===== src/sv/assert_macros.svh =====
// ----------------------------------------------------------------------------
// assertion macros
// shared concurrent assertion wrappers, empty for synthesis
// ----------------------------------------------------------------------------
`ifndef ASSERT_MACROS_SVH
`define ASSERT_MACROS_SVH
`ifndef SYNTHESIS
`define ASSERT_CLK(lbl, clk, rstn, prop) \
    lbl: assert property (@(posedge clk) disable iff (!(rstn)) (prop)) \
        else $error("assertion failed");
`define ASSERT_NEVER(lbl, clk, rstn, prop) \
    lbl: assert property (@(posedge clk) disable iff (!(rstn)) !(prop)) \
        else $error("forbidden condition");
`else
`define ASSERT_CLK(lbl, clk, rstn, prop)
`define ASSERT_NEVER(lbl, clk, rstn, prop)
`endif
`endif


===== src/sv/lbsm_pkg.sv =====
// ----------------------------------------------------------------------------
// lbsm_pkg
// types and constants of the skinning matrix blend core
// ----------------------------------------------------------------------------
package lbsm_pkg;

    localparam int unsigned FRAC_W = 16;
    localparam int unsigned SUM_W  = 18;
    localparam int unsigned WGT_W  = 17;
    localparam int unsigned NUM_INF = 4;

    localparam logic CMD_LOAD  = 1'b0;
    localparam logic CMD_BLEND = 1'b1;

    localparam logic [0:0] REG_BAD_SCALE_CHECK = 1'b0;

    typedef enum logic [2:0] {
        S_IDLE,
        S_DIV,
        S_MAC,
        S_DRAIN,
        S_OUT
    } t_state;

    typedef struct packed {
        logic        command;
        logic [6:0]  joint_entry;
        logic [3:0]  element_slot;
        logic signed [31:0] element_value;
        logic [23:0] influence_a;
        logic [23:0] influence_b;
        logic [23:0] influence_c;
        logic [23:0] influence_d;
    } t_in_beat;

    typedef struct packed {
        logic [1:0]  row_number;
        logic signed [31:0] col_zero;
        logic signed [31:0] col_one;
        logic signed [31:0] col_two;
        logic signed [31:0] col_three;
        logic        last_row;
        logic        weights_bad;
    } t_out_beat;

    typedef struct packed {
        logic                                start;
        logic [NUM_INF-1:0][FRAC_W-1:0]      frac;
        logic [SUM_W-1:0]                    sum;
    } t_div_req;

    typedef struct packed {
        logic                                busy;
        logic                                done;
        logic [NUM_INF-1:0][WGT_W-1:0]       w;
    } t_div_rsp;

endpackage


===== src/sv/lbsm_wdiv.sv =====
// ----------------------------------------------------------------------------
// lbsm_wdiv
// four parallel restoring dividers, one quotient bit per cycle
// ----------------------------------------------------------------------------
`include "assert_macros.svh"

module lbsm_wdiv
    import lbsm_pkg::*;
(
    input  logic     i_clk,
    input  logic     i_rst_n,
    input  t_div_req i_req,
    output t_div_rsp o_rsp
);

    localparam int unsigned REM_W = SUM_W + 1;
    localparam logic [4:0] LAST_STEP = 5'(WGT_W - 1);

    logic                  r_busy;
    logic                  r_done;
    logic [4:0]            r_cnt;
    logic [SUM_W-1:0]      r_sum;
    logic [NUM_INF-1:0]    r_lsb;
    logic [REM_W-1:0]      r_rem [NUM_INF];
    logic [WGT_W-1:0]      r_q   [NUM_INF];

    always_ff @(posedge i_clk) begin
        if (!i_rst_n) begin
            r_busy <= 1'b0;
            r_done <= 1'b0;
            r_cnt  <= '0;
        end else begin
            r_done <= 1'b0;
            if (i_req.start) begin
                r_busy <= 1'b1;
                r_cnt  <= '0;
            end else if (r_busy) begin
                r_cnt <= r_cnt + 5'd1;
                if (r_cnt == LAST_STEP) begin
                    r_busy <= 1'b0;
                    r_done <= 1'b1;
                end
            end
        end
    end

    always_ff @(posedge i_clk) begin
        logic [REM_W-1:0] t;
        if (i_req.start) begin
            r_sum <= i_req.sum;
            for (int k = 0; k < NUM_INF; k++) begin
                r_rem[k] <= REM_W'(i_req.frac[k][FRAC_W-1:1]);
                r_lsb[k] <= i_req.frac[k][0];
                r_q[k]   <= '0;
            end
        end else if (r_busy) begin
            for (int k = 0; k < NUM_INF; k++) begin
                t = {r_rem[k][REM_W-2:0], (r_cnt == 5'd0) ? r_lsb[k] : 1'b0};
                if (t >= {1'b0, r_sum}) begin
                    r_rem[k] <= t - {1'b0, r_sum};
                    r_q[k]   <= {r_q[k][WGT_W-2:0], 1'b1};
                end else begin
                    r_rem[k] <= t;
                    r_q[k]   <= {r_q[k][WGT_W-2:0], 1'b0};
                end
            end
        end
    end

    always_comb begin
        o_rsp.busy = r_busy;
        o_rsp.done = r_done;
        for (int k = 0; k < NUM_INF; k++) begin
            o_rsp.w[k] = r_q[k];
        end
    end

    `ASSERT_NEVER(a_start_busy, i_clk, i_rst_n, i_req.start && r_busy)
    `ASSERT_CLK(a_rem_below, i_clk, i_rst_n, r_busy |-> (r_rem[0] < {1'b0, r_sum}))
    `ASSERT_CLK(a_done_ends, i_clk, i_rst_n, r_done |-> !r_busy)

endmodule


===== config.mk =====
export PLATFORM = sky130hd
export DESIGN_NAME = lbsm_wdiv
export DESIGN_NICKNAME = d
export VERILOG_FILES = /design/src/sv/lbsm_pkg.sv /design/src/sv/lbsm_wdiv.sv
export VERILOG_INCLUDE_DIRS = /design/src /design/src/sv
export SDC_FILE = /design/constraint.sdc
export NUM_CORES = 1
export LEC_CHECK = 0
export BUFFER_PORTS_ARGS = -buffer_cell sky130_fd_sc_hd__buf_2
export CORE_MARGIN = 2
export CORE_UTILIZATION = 63
export CTS_CLUSTER_SIZE = 24
export DETAILED_ROUTE_END_ITERATION = 12
export MAX_ROUTING_LAYER = met4
export PLACE_DENSITY = 0.87
export RECOVER_POWER = 100
export SKIP_LAST_GASP = 1
export SLEW_MARGIN = 30
export SYNTH_ARGS = -nofsm -noshare
export SYNTH_HDL_FRONTEND = slang
export SYNTH_SLANG_ARGS = --single-unit

===== constraint.sdc =====
create_clock -name i_clk -period 5.8 [get_ports i_clk]
set_clock_uncertainty 0.1 [all_clocks]
set_input_delay 0.29 -clock i_clk [delete_from_list [all_inputs] [get_ports i_clk]]
set_output_delay 0.29 -clock i_clk [all_outputs]
set_load 0.05 [all_outputs]

==> summary.txt, run 1 <==
Run status
  • Status: complete, but fails checks
  • Failing checks: max-capacitance violations, max-slew violations

Floorplanning
  • Effective utilization at floorplan: 64.0%
  • Ports placed on the boundary: 155
  • Chip width: approximately 130 microns
  • Standard-cell rows: 47
  • Y dimension of the die: about 130 microns
  • Area of the core: between 15000 and 20000 sq um
  • Die outline area: 17800 sq um

Detailed routing
  • Detailed-route wire length: approximately 27000 microns
  • DR pass1 iterations: 5
  • Post-route DRC violation count: 0
  • Mean routed wirelength per cell: between 15 and 20 microns
  • Iteration-0 DRC count of the detailed router: between 700 and 800
  • Post-route antenna net violation count: 0
  • Via count of the routed design: between 8000 and 9000
  • Number of vias per cell after detailed routing: about 6.2

Timing
  • Transition time at the pin with the least slew margin: 2.82 ns
  • Setup repair after global routing missed its margin: false
  • Final period utilization: roughly 75%
  • Timing-limited maximum frequency: about 0.23 GHz
  • Remaining max-slew budget at the tightest pin: -87.8%
  • Endpoints failing hold: 0
  • Sum of negative setup slack: 0 ns
  • Tmin final: 4.36 ns
  • Final setup violating endpoints: 0
  • Max-slew violation total from the final report: 35
  • Worst hold slack across all endpoints: about 0.029 ns

Finish
  • Share of layout cells above drive strength 1: under 10%
  • Commonest non-fill, non-tap cells in the layout: sky130_fd_sc_hd__edfxtp_1 (162), sky130_fd_sc_hd__nand2_1 (107), sky130_fd_sc_hd__clkbuf_1 (81), sky130_fd_sc_hd__buf_2 (76), sky130_fd_sc_hd__ha_1 (74)
  • Net total in the final layout: 1335
  • Area added between synthesis and finish: 15.5%
  • Layout Cells excl Fill: between 1000 and 1500
  • Filler cell count in the final layout: ~1200
  • Number of diodes: 0
  • Most common cell after layout, fill and taps aside: sky130_fd_sc_hd__edfxtp_1

Clock network
  • CTS H-tree depth: 4
  • Root buffer cell: sky130_fd_sc_hd__clkbuf_16
  • Total clock sinks: 169
  • CTS-repair resized insts: 0
  • Clock tree from TritonCTS: yes
  • Maximum root-to-sink buffer count: 2
  • Clock-pin slew on the worst setup and hold paths: 0.07 ns
  • Clk Latency, worst-skew pair: roughly 0.43 ns
  • Number of buffers added by the clock tree synthesis step: 17

Yosys
  • Yosys warns: 0
  • Share of Yosys cell area claimed by the top area cell type: a little under half
  • Net Count, Synth: 1173
  • Cell type contributing the most total cell area after synthesis: sky130_fd_sc_hd__edfxtp_1
  • Fraction of the yosys area taken by sequential cells: a little under half
  • Commonest register cell after synthesis: sky130_fd_sc_hd__edfxtp_1
  • Netlist area before placement: 10500 sq um
  • Number of library cell types mapped by synthesis: 65
  • Count of state elements after synthesis: around 170
  • Async set-reset flop share out of synthesis: 0%
  • Average cell area after synthesis: 10.4 sq um
  • EDFF count, synth: between 150 and 200
  • Top cells by area in the synthesized netlist: sky130_fd_sc_hd__edfxtp_1 (46%), sky130_fd_sc_hd__ha_1 (8.8%), sky130_fd_sc_hd__and2_1 (4.0%), sky130_fd_sc_hd__nand2_1 (3.8%), sky130_fd_sc_hd__o21ai_0 (3.0%)
  • Synth Instances: just over 1000

Critical path
  • Crit path launch type: flop
  • Classification of the worst setup path: reg -> reg
  • Signal arrival time at the worst endpoint: 4.53 ns
  • Worst setup slack for register-to-register paths: between 1 and 1.5 ns
  • Largest driver fanout on the critical path: 15
  • Capturing element type of the critical path: flop
  • CP Data Required Time: a little under 6 ns

Power
  • Leakage dissipation: about 5 nW
  • Total power after layout: 3.90 mW
  • PwrDens: approximately 320 nW/um^2
  • Largest voltage drop on the vdd net: 244 uV

GRT
  • GR Overflow Total: 0
  • Number of antenna violations at the first check in global routing: 0
  • Largest net degree at the start of global routing: 107
  • Via count of the first global-routing pass: between 8000 and 9000
  • Wire length of the first global-routing pass: 41400 microns
  • Tot GR Track Use: 30.7%

Placed design
  • Final Wtd Congestion: between 0.9 and 1
  • Cell count after placement: between 1000 and 1500
  • Count of input and output buffers: between 150 and 200
  • Post-detailed-placement half-perimeter wirelength: around 18000 microns

Job
  • Maximum capacitance violations: 1

Min path
  • Class of the worst hold path: in -> reg
[stage by stage]
stage	utilization (%)	area (sq um)	worst slack, ns
finish	73.9	12200	1.44
CTS	74.8	12300	2.14
floorplan	-	10500	2.49
global placement	69.8	11500	2.05
global route	73.9	12200	1.09
detailed placement	69.9	11500	2.14
[cell type report]
class                      count  area, sq um  area share [%]
multi-input combinational    757         5200            42.7
clock inverter                15          165            1.36
inverter                      45          169            1.39
clock buffer                  17          425            3.49
sequential                   169         5000            41.1
tap                          220          275            2.26
timing repair buffer         182          940            7.72
[worst max-delay path, stage by stage (launching register included)]
cell                        delay, ns
sky130_fd_sc_hd__dfxtp_1         0.35
sky130_fd_sc_hd__inv_1           0.07
sky130_fd_sc_hd__ha_1            0.16
sky130_fd_sc_hd__nand2_1         0.07
sky130_fd_sc_hd__nor2_1          0.37
sky130_fd_sc_hd__nand2_1         0.14
sky130_fd_sc_hd__ha_1            0.24
sky130_fd_sc_hd__nor2b_1         0.16
sky130_fd_sc_hd__o2111ai_1       0.16
sky130_fd_sc_hd__a21oi_1         0.26
sky130_fd_sc_hd__nor2b_1         0.16
sky130_fd_sc_hd__o211ai_1        0.75
sky130_fd_sc_hd__clkbuf_1        0.71
sky130_fd_sc_hd__nand2_1         0.29
sky130_fd_sc_hd__o22ai_1         0.21
[final timing paths]
kind / start / end / depth (start not counted)
setup / recovery: r_cnt[0]$_SDFFE_PP0P_ / r_rem[3][17]$_DFFE_PP_ / 14
hold / removal: i_req[78] / r_rem[3][11]$_DFFE_PP_ / 3
setup reg to reg: r_cnt[0]$_SDFFE_PP0P_ / r_rem[3][17]$_DFFE_PP_ / 14
hold reg to reg: r_cnt[3]$_SDFFE_PP0P_ / r_cnt[3]$_SDFFE_PP0P_ / 2
[sequential cells by signal (all words and copies together) (netlist names)]
register,cells
r_done,1
r_lsb,4
r_busy,1
r_cnt,5
r_rem,72
r_sum,18
r_q,68
[power breakdown]
part	total (mW)	switching [mW]	internal, mW	leakage, nW
clock network	1.15	0.507	0.645	0.290
registers	1.54	0.0687	1.48	1.74
logic	1.20	0.748	0.454	2.97
[layer usage]
metal | GRT usage (%) | wire (microns) | vias up
met5 | - | 0 | -
met4 | 15.6 | 1190 | 0
met3 | 4.83 | 2110 | 73
met2 | 45.3 | 11900 | 431
met1 | 41.5 | 11400 | 4097
li1 | - | - | 4123
[timing repair]
action,in CTS,in global routing
hold buffers,22,0
hold endpoints to repair,22,0
buffers inserted,0,0
setup endpoints to repair,0,0
[kinds of logic (layout without fill, tap and decap cells)]
logic type / after synthesis / in the layout / share of synthesized area [%]
buffers and inverters: 84 / 259 / 3.18
DFF: 169 / 169 / 47.5
and+or+nand+nor: 334 / 334 / 15.7
AOI/OAI and AO/OA: 262 / 262 / 16.9
xor gates and xnor gates: 58 / 58 / 4.82
muxes: 25 / 25 / 2.39
adders and majority gates: 78 / 78 / 9.54
[synth_stat cells (8+ instances only)]
master and number:
sky130_fd_sc_hd__xor2_1 23, sky130_fd_sc_hd__nor2b_1 15, sky130_fd_sc_hd__inv_1 45, sky130_fd_sc_hd__nand4_1 12
sky130_fd_sc_hd__edfxtp_1 162, sky130_fd_sc_hd__a221o_1 22, sky130_fd_sc_hd__a21o_1 19, sky130_fd_sc_hd__nor3_1 28
sky130_fd_sc_hd__mux2i_1 24, sky130_fd_sc_hd__nor2_1 48, sky130_fd_sc_hd__and2_1 67, sky130_fd_sc_hd__o211ai_1 8
sky130_fd_sc_hd__o21ai_0 64, sky130_fd_sc_hd__nand2_1 107, sky130_fd_sc_hd__a22oi_1 8, sky130_fd_sc_hd__clkbuf_1 29
sky130_fd_sc_hd__and3_1 9, sky130_fd_sc_hd__nand3_1 24, sky130_fd_sc_hd__ha_1 74, sky130_fd_sc_hd__a31oi_1 8
sky130_fd_sc_hd__xnor2_1 35, sky130_fd_sc_hd__a21oi_1 55
Power figures use the tool's default switching activity.
==> run 2, diff against run 1 <==
--- a/config.mk
+++ b/config.mk
@@ -6,13 +6,14 @@
 export SDC_FILE = /design/constraint.sdc
 export NUM_CORES = 1
 export LEC_CHECK = 0
+export ABC_AREA = 1
 export BUFFER_PORTS_ARGS = -buffer_cell sky130_fd_sc_hd__buf_2
 export CORE_MARGIN = 2
-export CORE_UTILIZATION = 63
+export CORE_UTILIZATION = 54
 export CTS_CLUSTER_SIZE = 24
 export DETAILED_ROUTE_END_ITERATION = 12
 export MAX_ROUTING_LAYER = met4
-export PLACE_DENSITY = 0.87
+export PLACE_DENSITY = 0.78
 export RECOVER_POWER = 100
 export SKIP_LAST_GASP = 1
 export SLEW_MARGIN = 30
==> constraint.sdc (replaced) <==
create_clock -name i_clk -period 3.7 [get_ports i_clk]
set_clock_uncertainty 0.1 [all_clocks]
set_input_delay 0.185 -clock i_clk [delete_from_list [all_inputs] [get_ports i_clk]]
set_output_delay 0.185 -clock i_clk [all_outputs]
set_load 0.05 [all_outputs]
==> run 2 against run 1 <==
The run still ends with max-capacitance violations, max-slew violations left. Maximum frequency increased by 35%. Sequential share of layout area decreased by 6.5 points. Cell count increased by 55%. Power increased by 67%. Utilization decreased by 8.2 points. Via count increased by 31%. Die area increased by 33%. Count of clock-buffer cells in the layout unchanged. Largest cell class unchanged. Largest power group unchanged.
==> summary.txt, run 2 <==
Min path
  • Hold path start: i_req[67]
  • Endpoint, Worst Hold: r_rem[3][0]$_DFFE_PP_
  • Hold path cells: 3
  • Class of the worst hold path: in -> reg

Finish
  • Largest regs: r_rem: 72 flops, r_q: 68 flops, r_sum: 18 flops
  • Area added between synthesis and finish: 18.8%
  • Share of layout cells above drive strength 1: 7.41%
  • Most common cell after layout, fill and taps aside: sky130_fd_sc_hd__nand2_1
  • Net total in the final layout: about 2000
  • Flip-flop count of the largest register after layout: roughly 70
  • Reg with most FFs: r_rem
  • Commonest non-fill, non-tap cells in the layout: sky130_fd_sc_hd__nand2_1 (528), sky130_fd_sc_hd__inv_1 (302), sky130_fd_sc_hd__nand3_1 (198), sky130_fd_sc_hd__edfxtp_1 (162), sky130_fd_sc_hd__nor2_1 (153)
  • Layout Cells excl Fill: about 2200
  • Number of diodes: 0

Placed design
  • Final Wtd Congestion: a little under 1
  • Post-detailed-placement half-perimeter wirelength: approximately 23000 microns
  • Count of input and output buffers: between 150 and 200
  • Cell count after placement: approximately 2100

Yosys
  • Top cells by area in the synthesized netlist: sky130_fd_sc_hd__edfxtp_1 (40%), sky130_fd_sc_hd__nand2_1 (16%), sky130_fd_sc_hd__inv_1 (9.3%), sky130_fd_sc_hd__nand3_1 (8.1%), sky130_fd_sc_hd__ha_1 (7.6%)
  • Average cell area after synthesis: around 7.3 sq um
  • Synth Instances: ~1700
  • Cell type contributing the most total cell area after synthesis: sky130_fd_sc_hd__edfxtp_1
  • Share of Yosys cell area claimed by the top area cell type: 40.0%
  • Adder-Cell Fraction of Synth Area: between 8 and 9%
  • Net Count, Synth: approximately 1800
  • Proportion of synthesized area in mux cells: 0%
  • Fraction of the yosys area taken by sequential cells: between 40% and 50%
  • Netlist area before placement: roughly 12000 sq um
  • EDFF count, synth: 162
  • Dominant cell by count in the synthesized netlist: sky130_fd_sc_hd__nand2_1
  • Compound-Gate Fraction of Synth Area: under 10%
  • Commonest register cell after synthesis: sky130_fd_sc_hd__edfxtp_1
  • Largest family of logic cells by synthesized area: simple AND/OR/NAND/NOR gates
  • Async set-reset flop share out of synthesis: 0%
  • Count of state elements after synthesis: ~170
  • Yosys warns: 0
  • Top post-synthesis cells by count: sky130_fd_sc_hd__nand2_1 (527), sky130_fd_sc_hd__inv_1 (302), sky130_fd_sc_hd__nand3_1 (198), sky130_fd_sc_hd__edfxtp_1 (162), sky130_fd_sc_hd__nor2_1 (153)
  • Number of library cell types mapped by synthesis: 38
  • Synth Area in Simple Gates: 33.7%
  • XOR/XNOR Fraction of Synth Area: between 1.5 and 2%

Clock network
  • Clk Latency, worst-skew pair: 0.44 ns
  • Maximum root-to-sink buffer count: 2
  • CTS H-tree depth: 4
  • CTS-repair resized insts: 0
  • Number of buffers added by the clock tree synthesis step: 17
  • Clock tree from TritonCTS: yes
  • Total clock sinks: approximately 170
  • Root buffer cell: sky130_fd_sc_hd__clkbuf_16
  • Clock-pin slew on the worst setup and hold paths: 0.07 ns

Floorplanning
  • Chip width: 154 microns
  • Effective utilization at floorplan: around 55%
  • Y dimension of the die: approximately 150 microns
  • Area of the core: roughly 22000 sq um
  • Standard-cell rows: between 50 and 60
  • Die outline area: 23700 sq um
  • Ports placed on the boundary: 155

Job
  • Maximum capacitance violations: 1

Critical path
  • Worst setup slack for register-to-register paths: 0.47 ns
  • Endpoint of the lowest-slack register-to-register path: r_rem[1][16]$_SDFFCE_PP0P_
  • Largest stage delay on the critical path: between 0.3 and 0.4 ns
  • Capturing element type of the critical path: flop
  • Classification of the worst setup path: reg -> reg
  • Cells along the critical path: inv_1 > ha_1 > nand4_1 > inv_1 > nand2_1 > ha_1 > inv_1 > nand3_1 > nand3_1 > nand2_1 > nand3_1 > nand2_1 > nand2_1 > nand2_4 > a21oi_1 > nor2_1
  • Gate family responsible for the most delay along the worst path: simple AND/OR/NAND/NOR gates
  • Buf/Inv on CP: 3
  • Crit path launch type: flop
  • CP Data Required Time: between 3 and 4 ns
  • Cell with the largest stage delay on the worst path: sky130_fd_sc_hd__nand2_1
  • Startpoint of the most critical register-to-register path: r_cnt[1]$_SDFFE_PP0P_
  • Count of cells along the worst register-to-register path: 16
  • Signal arrival time at the worst endpoint: roughly 3.3 ns
  • Largest driver fanout on the critical path: 22
  • CP most frequent cell: sky130_fd_sc_hd__nand2_1

GRT
  • Via count of the first global-routing pass: ~11000
  • GR Overflow Total: 0
  • Tot GR Track Use: approximately 30%
  • Largest net degree at the start of global routing: 74
  • Number of antenna violations at the first check in global routing: 0
  • Wire length of the first global-routing pass: about 54000 microns

Timing
  • Sum of negative setup slack: 0 ns
  • Final period utilization: approximately 87%
  • Endpoints failing hold: 0
  • Setup repair after global routing missed its margin: false
  • Tmin final: about 3.2 ns
  • Worst hold slack across all endpoints: 0.0127 ns
  • Final setup violating endpoints: 0
  • Remaining max-slew budget at the tightest pin: -14.3%
  • Transition time at the pin with the least slew margin: around 1.7 ns
  • Max-slew violation total from the final report: 74
  • Timing-limited maximum frequency: ~0.31 GHz

Detailed routing
  • Mean routed wirelength per cell: between 15 and 20 microns
  • Post-route antenna net violation count: 0
  • Via count of the routed design: 11447
  • Number of vias per cell after detailed routing: between 5 and 6
  • Highest metal layer used by the detailed router: met4
  • Routed length on met3: roughly 2500 microns
  • Detailed-route wire length on metal 1: roughly 15000 microns
  • Post-route DRC violation count: 0
  • Iteration-0 DRC count of the detailed router: 1052
  • DR pass1 iterations: 6
  • Detailed-route wire length: between 30000 and 40000 microns
  • Met2 Routed Length: 15100 microns

Power
  • PwrDens: roughly 450 nW/um^2
  • Leakage dissipation: 7.24 nW
  • Largest voltage drop on the vdd net: between 300 and 400 uV

Run status
  • Status: complete, but fails checks
  • Failing checks: max-capacitance violations, max-slew violations
==> run 2: cell types whose count changed after synthesis, moves of 23 or more <==
cell / before / now
sky130_fd_sc_hd__mux2i_1: 24 / 0
sky130_fd_sc_hd__nand2_1: 107 / 527
sky130_fd_sc_hd__o21ai_0: 64 / 14
sky130_fd_sc_hd__and2_1: 67 / 5
sky130_fd_sc_hd__inv_1: 45 / 302
sky130_fd_sc_hd__nor2_1: 48 / 153
sky130_fd_sc_hd__nand3_1: 24 / 198
sky130_fd_sc_hd__nand4_1: 12 / 35
==> run 2: layout make-up <==
cell class / instances / area, sq um
Timing Repair Buffer: 250 / 1580
Multi-Input combinational cell: 1146 / 5760
Sequential cell: 169 / 5000
Tap cell: 280 / 350
Clock inverter: 15 / 178
Fill cell: 1877 / 7510
Inverter: 305 / 1140
Clock buffer: 17 / 425
==> run 2: per-layer routing <==
metal  up-vias  track usage, %
li1       5765               -
met1      5180            38.8
met2       432            46.5
met3        70            5.47
met4         0            9.39
met5         -               -
==> run 2: how the worst max path moves through the flow <==
stage                          start                         end  slack [ns]  cells after the start
6_report       r_cnt[1]$_SDFFE_PP0P_  r_rem[1][16]$_SDFFCE_PP0P_        0.47                     16
5_1_grt        r_cnt[0]$_SDFFE_PP0P_      r_rem[2][13]$_DFFE_PP_        0.16                     16
4_1_cts           r_sum[1]$_DFFE_PP_       r_rem[0][4]$_DFFE_PP_        0.63                     12
3_5_place_dp      r_sum[1]$_DFFE_PP_       r_rem[0][4]$_DFFE_PP_        0.63                     12
3_3_place_gp   r_cnt[1]$_SDFFE_PP0P_      r_rem[0][13]$_DFFE_PP_        0.76                     18
2_1_floorplan      r_busy$_SDFF_PN0_     r_q[0][0]$_SDFFCE_PP0P_        0.97                      2
==> run 2: stage by stage <==
| step | instance area [sq um] | util [%] | setup slack (ns) | power (mW) |
|---|---|---|---|---|
| after floorplan | 12200 | - | 0.967 | 4.06 |
| final | 14400 | 65.8 | 0.473 | 6.49 |
| after CTS | 14600 | 66.4 | 0.634 | 6.48 |
| after global routing | 14400 | 65.8 | 0.157 | 6.86 |
| after global placement | 13200 | 59.9 | 0.763 | 4.53 |
| after detailed placement | 13200 | 60.0 | 0.635 | 4.56 |
==> run 2: worst reg2reg max path: cells and delay by family (launching register included) <==
kind                       cells  cell delay (ns)
AOI/OAI and AO/OA              1             0.25
adders and majority gates      2             0.37
buffers and inverters          3             0.42
DFF                            1             0.33
and+or+nand+nor               10             1.54
==> run 2: power by group <==
group,internal (mW),switching (mW),total (mW),leakage [nW]
Sequential,2.30,0.104,2.41,1.74
Combinational,0.750,1.47,2.22,5.21
Clock,0.971,0.898,1.87,0.290
==> run 2: cell families (layout without fill, tap and decap cells) <==
family,Yosys count,count (layout)
buf+inv,347,587
fa+ha+maj,78,78
flops,169,169
compound gates,79,79
simple gates,963,963
xor+xnor,26,26
==> run 2: what timing repair did <==
action                                  in CTS  in global routing
hold buffers                                81                  0
endpoints found under the setup margin       0                  0
setup buffers                                0                  0
hold endpoints to repair                    82                  0
==> run 3, diff against run 2 <==
--- a/config.mk
+++ b/config.mk
@@ -15,6 +15,7 @@
 export MAX_ROUTING_LAYER = met4
 export PLACE_DENSITY = 0.78
 export RECOVER_POWER = 100
+export REMOVE_ABC_BUFFERS = 1
 export SKIP_LAST_GASP = 1
 export SLEW_MARGIN = 30
 export SYNTH_ARGS = -nofsm -noshare
==> run 3 against run 2 <==
The run still ends with max-capacitance violations, max-slew violations left. Critical path depth down 1. Via count about the same. Sequential cell count unchanged. Register-to-register slack worse by 0.09 ns. Global-route usage up 1.5 points.
==> summary.txt, run 3 (synthesized netlist as in run 2, its figures left out) <==
Min path
  • Class of the worst hold path: in -> reg
  • Hold path cells: 3

Finish
  • Reg with most FFs: r_rem
  • Final non-filler cell area: 14400 sq um
  • Flip-flop count of the largest register after layout: 72
  • Filler cell count in the final layout: between 1500 and 2000
  • Net total in the final layout: 2051
  • Number of diodes: 0
  • Most common cell after layout, fill and taps aside: sky130_fd_sc_hd__nand2_1
  • Commonest non-fill, non-tap cells in the layout: sky130_fd_sc_hd__nand2_1 (528), sky130_fd_sc_hd__inv_1 (303), sky130_fd_sc_hd__nand3_1 (198), sky130_fd_sc_hd__edfxtp_1 (162), sky130_fd_sc_hd__nor2_1 (153)
  • Share of layout cells above drive strength 1: 6.79%
  • Largest regs: r_rem: 72 flops, r_q: 68 flops, r_sum: 18 flops
  • Fin util: 65.5%
  • Area added between synthesis and finish: 18.4%

GRT
  • Number of antenna violations at the first check in global routing: 0
  • Largest net degree at the start of global routing: slightly below 70
  • Tot GR Track Use: 31.0%
  • Wire length of the first global-routing pass: about 56000 microns
  • GR Overflow Total: 0
  • Via count of the first global-routing pass: between 10000 and 15000

Critical path
  • CP Data Required Time: 3.81 ns
  • Buf/Inv on CP: 4
  • Gate family responsible for the most delay along the worst path: simple AND/OR/NAND/NOR gates
  • Count of cells along the worst register-to-register path: 15
  • Cells along the critical path: inv_1 > ha_1 > nand4_1 > inv_1 > nand2_1 > ha_1 > nand2_1 > inv_1 > nand3_1 > o21bai_1 > or2_1 > clkbuf_1 > nand3b_1 > nand3_1 > nand2_1
  • Largest driver fanout on the critical path: 11
  • Capturing element type of the critical path: flop
  • Classification of the worst setup path: reg -> reg
  • Total stage count of the critical path: 15
  • Largest stage delay on the critical path: between 0.4 and 0.5 ns
  • Signal arrival time at the worst endpoint: between 3 and 4 ns
  • Crit path launch type: flop
  • Cell with the largest stage delay on the worst path: sky130_fd_sc_hd__or2_1

Power
  • NetSw: about 2.5 mW
  • Leakage dissipation: between 7 and 8 nW
  • Combinational share of power: 34.6%
  • Reg power frac: approximately 37%
  • Clock power share: approximately 28%
  • Total power after layout: approximately 6.5 mW
  • Largest voltage drop on the vdd net: about 340 uV
  • PwrDens: approximately 450 nW/um^2
  • P_int: 3.95 mW
  • Switching fraction of total power: approximately 39%

Detailed routing
  • Iteration-0 DRC count of the detailed router: between 1000 and 1500
  • Detailed-route wire length: about 35000 microns
  • DR pass1 iterations: 6
  • Number of vias per cell after detailed routing: between 5 and 6
  • Post-route antenna net violation count: 0
  • Mean routed wirelength per cell: 16.1 microns
  • Via count of the routed design: between 10000 and 15000
  • Post-route DRC violation count: 0

Placed design
  • Area of placed instances: ~13000 sq um
  • Final Wtd Congestion: between 0.9 and 1
  • Post-detailed-placement half-perimeter wirelength: between 20000 and 25000 microns
  • Count of input and output buffers: 154

Clock network
  • Maximum root-to-sink buffer count: 2
  • Post-CTS setup buffer count: 0
  • Clk Latency, worst-skew pair: 0.45 ns
  • Clock-pin slew on the worst setup and hold paths: around 0.080 ns
  • Number of buffers added by the clock tree synthesis step: 17
  • CTS H-tree depth: 4
  • Clock tree from TritonCTS: yes
  • Total clock sinks: between 150 and 200
  • Root buffer cell: sky130_fd_sc_hd__clkbuf_16

Timing
  • Final period utilization: between 80% and 90%
  • Setup repair after global routing missed its margin: false
  • Tmin final: ~3.3 ns
  • Remaining max-slew budget at the tightest pin: -27.5%
  • Final setup violating endpoints: 0
  • Transition time at the pin with the least slew margin: ~1.9 ns
  • Max-slew violation total from the final report: 44
  • Timing-limited maximum frequency: approximately 0.3 GHz
  • Worst hold slack across all endpoints: roughly 0.037 ns
  • Endpoints failing hold: 0

Floorplanning
  • Standard-cell rows: 54
  • Die outline area: roughly 24000 sq um
  • Area of the core: approximately 22000 sq um
  • Chip width: 154 microns
  • Effective utilization at floorplan: between 50 and 60%
  • Y dimension of the die: between 150 and 200 microns
  • Ports placed on the boundary: around 160

Job
  • Maximum capacitance violations: 1

Run status
  • Failing checks: max-capacitance violations, max-slew violations
  • Status: complete, but fails checks
==> run 3: cell types whose count changed in the layout (fill, tap and decap cells not counted), moves of 2 or more <==
| cell | previous run | this run |
|---|---|---|
| sky130_fd_sc_hd__buf_2 | 80 | 70 |
| sky130_fd_sc_hd__clkbuf_4 | 0 | 2 |
| sky130_fd_sc_hd__clkbuf_1 | 77 | 86 |
| sky130_fd_sc_hd__inv_6 | 4 | 6 |
| sky130_fd_sc_hd__buf_4 | 8 | 5 |
==> run 3: what timing repair did <==
| item | in CTS | in global routing |
|---|---|---|
| setup endpoints to repair | 0 | 0 |
| hold buffers | 81 | 0 |
| gates resized for setup | 0 | 0 |
| endpoints found under the hold margin | 82 | 0 |
==> run 3: power groups by stage <==
stage | Combinational (mW) | Sequential (mW) | Clock, mW
finish | 2.24 | 2.40 | 1.83
global route | 2.50 | 2.42 | 1.90
CTS | 2.23 | 2.39 | 1.82
detailed placement | 2.14 | 2.44 | 0
global placement | 2.12 | 2.43 | 0
floorplan | 1.42 | 2.61 | 0
==> run 3: area by class of cell <==
class	count	area, sq um	area share, %
Clock buffer	17	425	2.96
Multi-Input combinational cell	1146	5760	40.0
Clock inverter	15	149	1.03
Tap cell	280	350	2.43
Inverter	305	1140	7.96
Sequential cell	169	5000	34.8
Timing Repair Buffer	249	1560	10.9
==> run 3: path summary, 6_finish.rpt <==
kind                                             from                    end  slack [ns]
worst max-delay path            r_cnt[1]$_SDFFE_PP0P_  r_rem[1][1]$_DFFE_PP_        0.39
worst max register to register  r_cnt[1]$_SDFFE_PP0P_  r_rem[1][1]$_DFFE_PP_        0.39
worst min register to register  r_cnt[1]$_SDFFE_PP0P_  r_cnt[1]$_SDFFE_PP0P_        0.44
worst min-delay path                        i_req[72]  r_rem[3][5]$_DFFE_PP_        0.04
==> run 3: layer usage <==
layer,share of wire (%),GRT usage (%),wire length [microns],vias up
met4,4.1,12.2,1450,0
li1,-,-,-,5754
met5,0,-,0,-
met2,46,49.5,16100,436
met1,44,40.0,15300,5175
met3,6.6,4.45,2310,88
==> run 3: through the flow <==
step	worst slack, ns	setup TNS, ns	std cells
after global routing	0.114	0	2181
after detailed placement	0.542	0	2068
after global placement	0.643	0	2068
final	0.386	0	2181
after floorplan	-0.736	-103.65	1620
after CTS	0.521	0	2181
==> run 3: worst register-to-register path: cells and delay by family (launching register included) <==
| kind | cells | cell delay [ns] |
|---|---|---|
| AO/OA/AOI/OAI | 1 | 0.23 |
| AND/OR/NAND/NOR | 8 | 1.18 |
| flip-flops | 1 | 0.33 |
| buffers and inverters | 4 | 0.76 |
| adder cells (fa/ha/maj) | 2 | 0.49 |
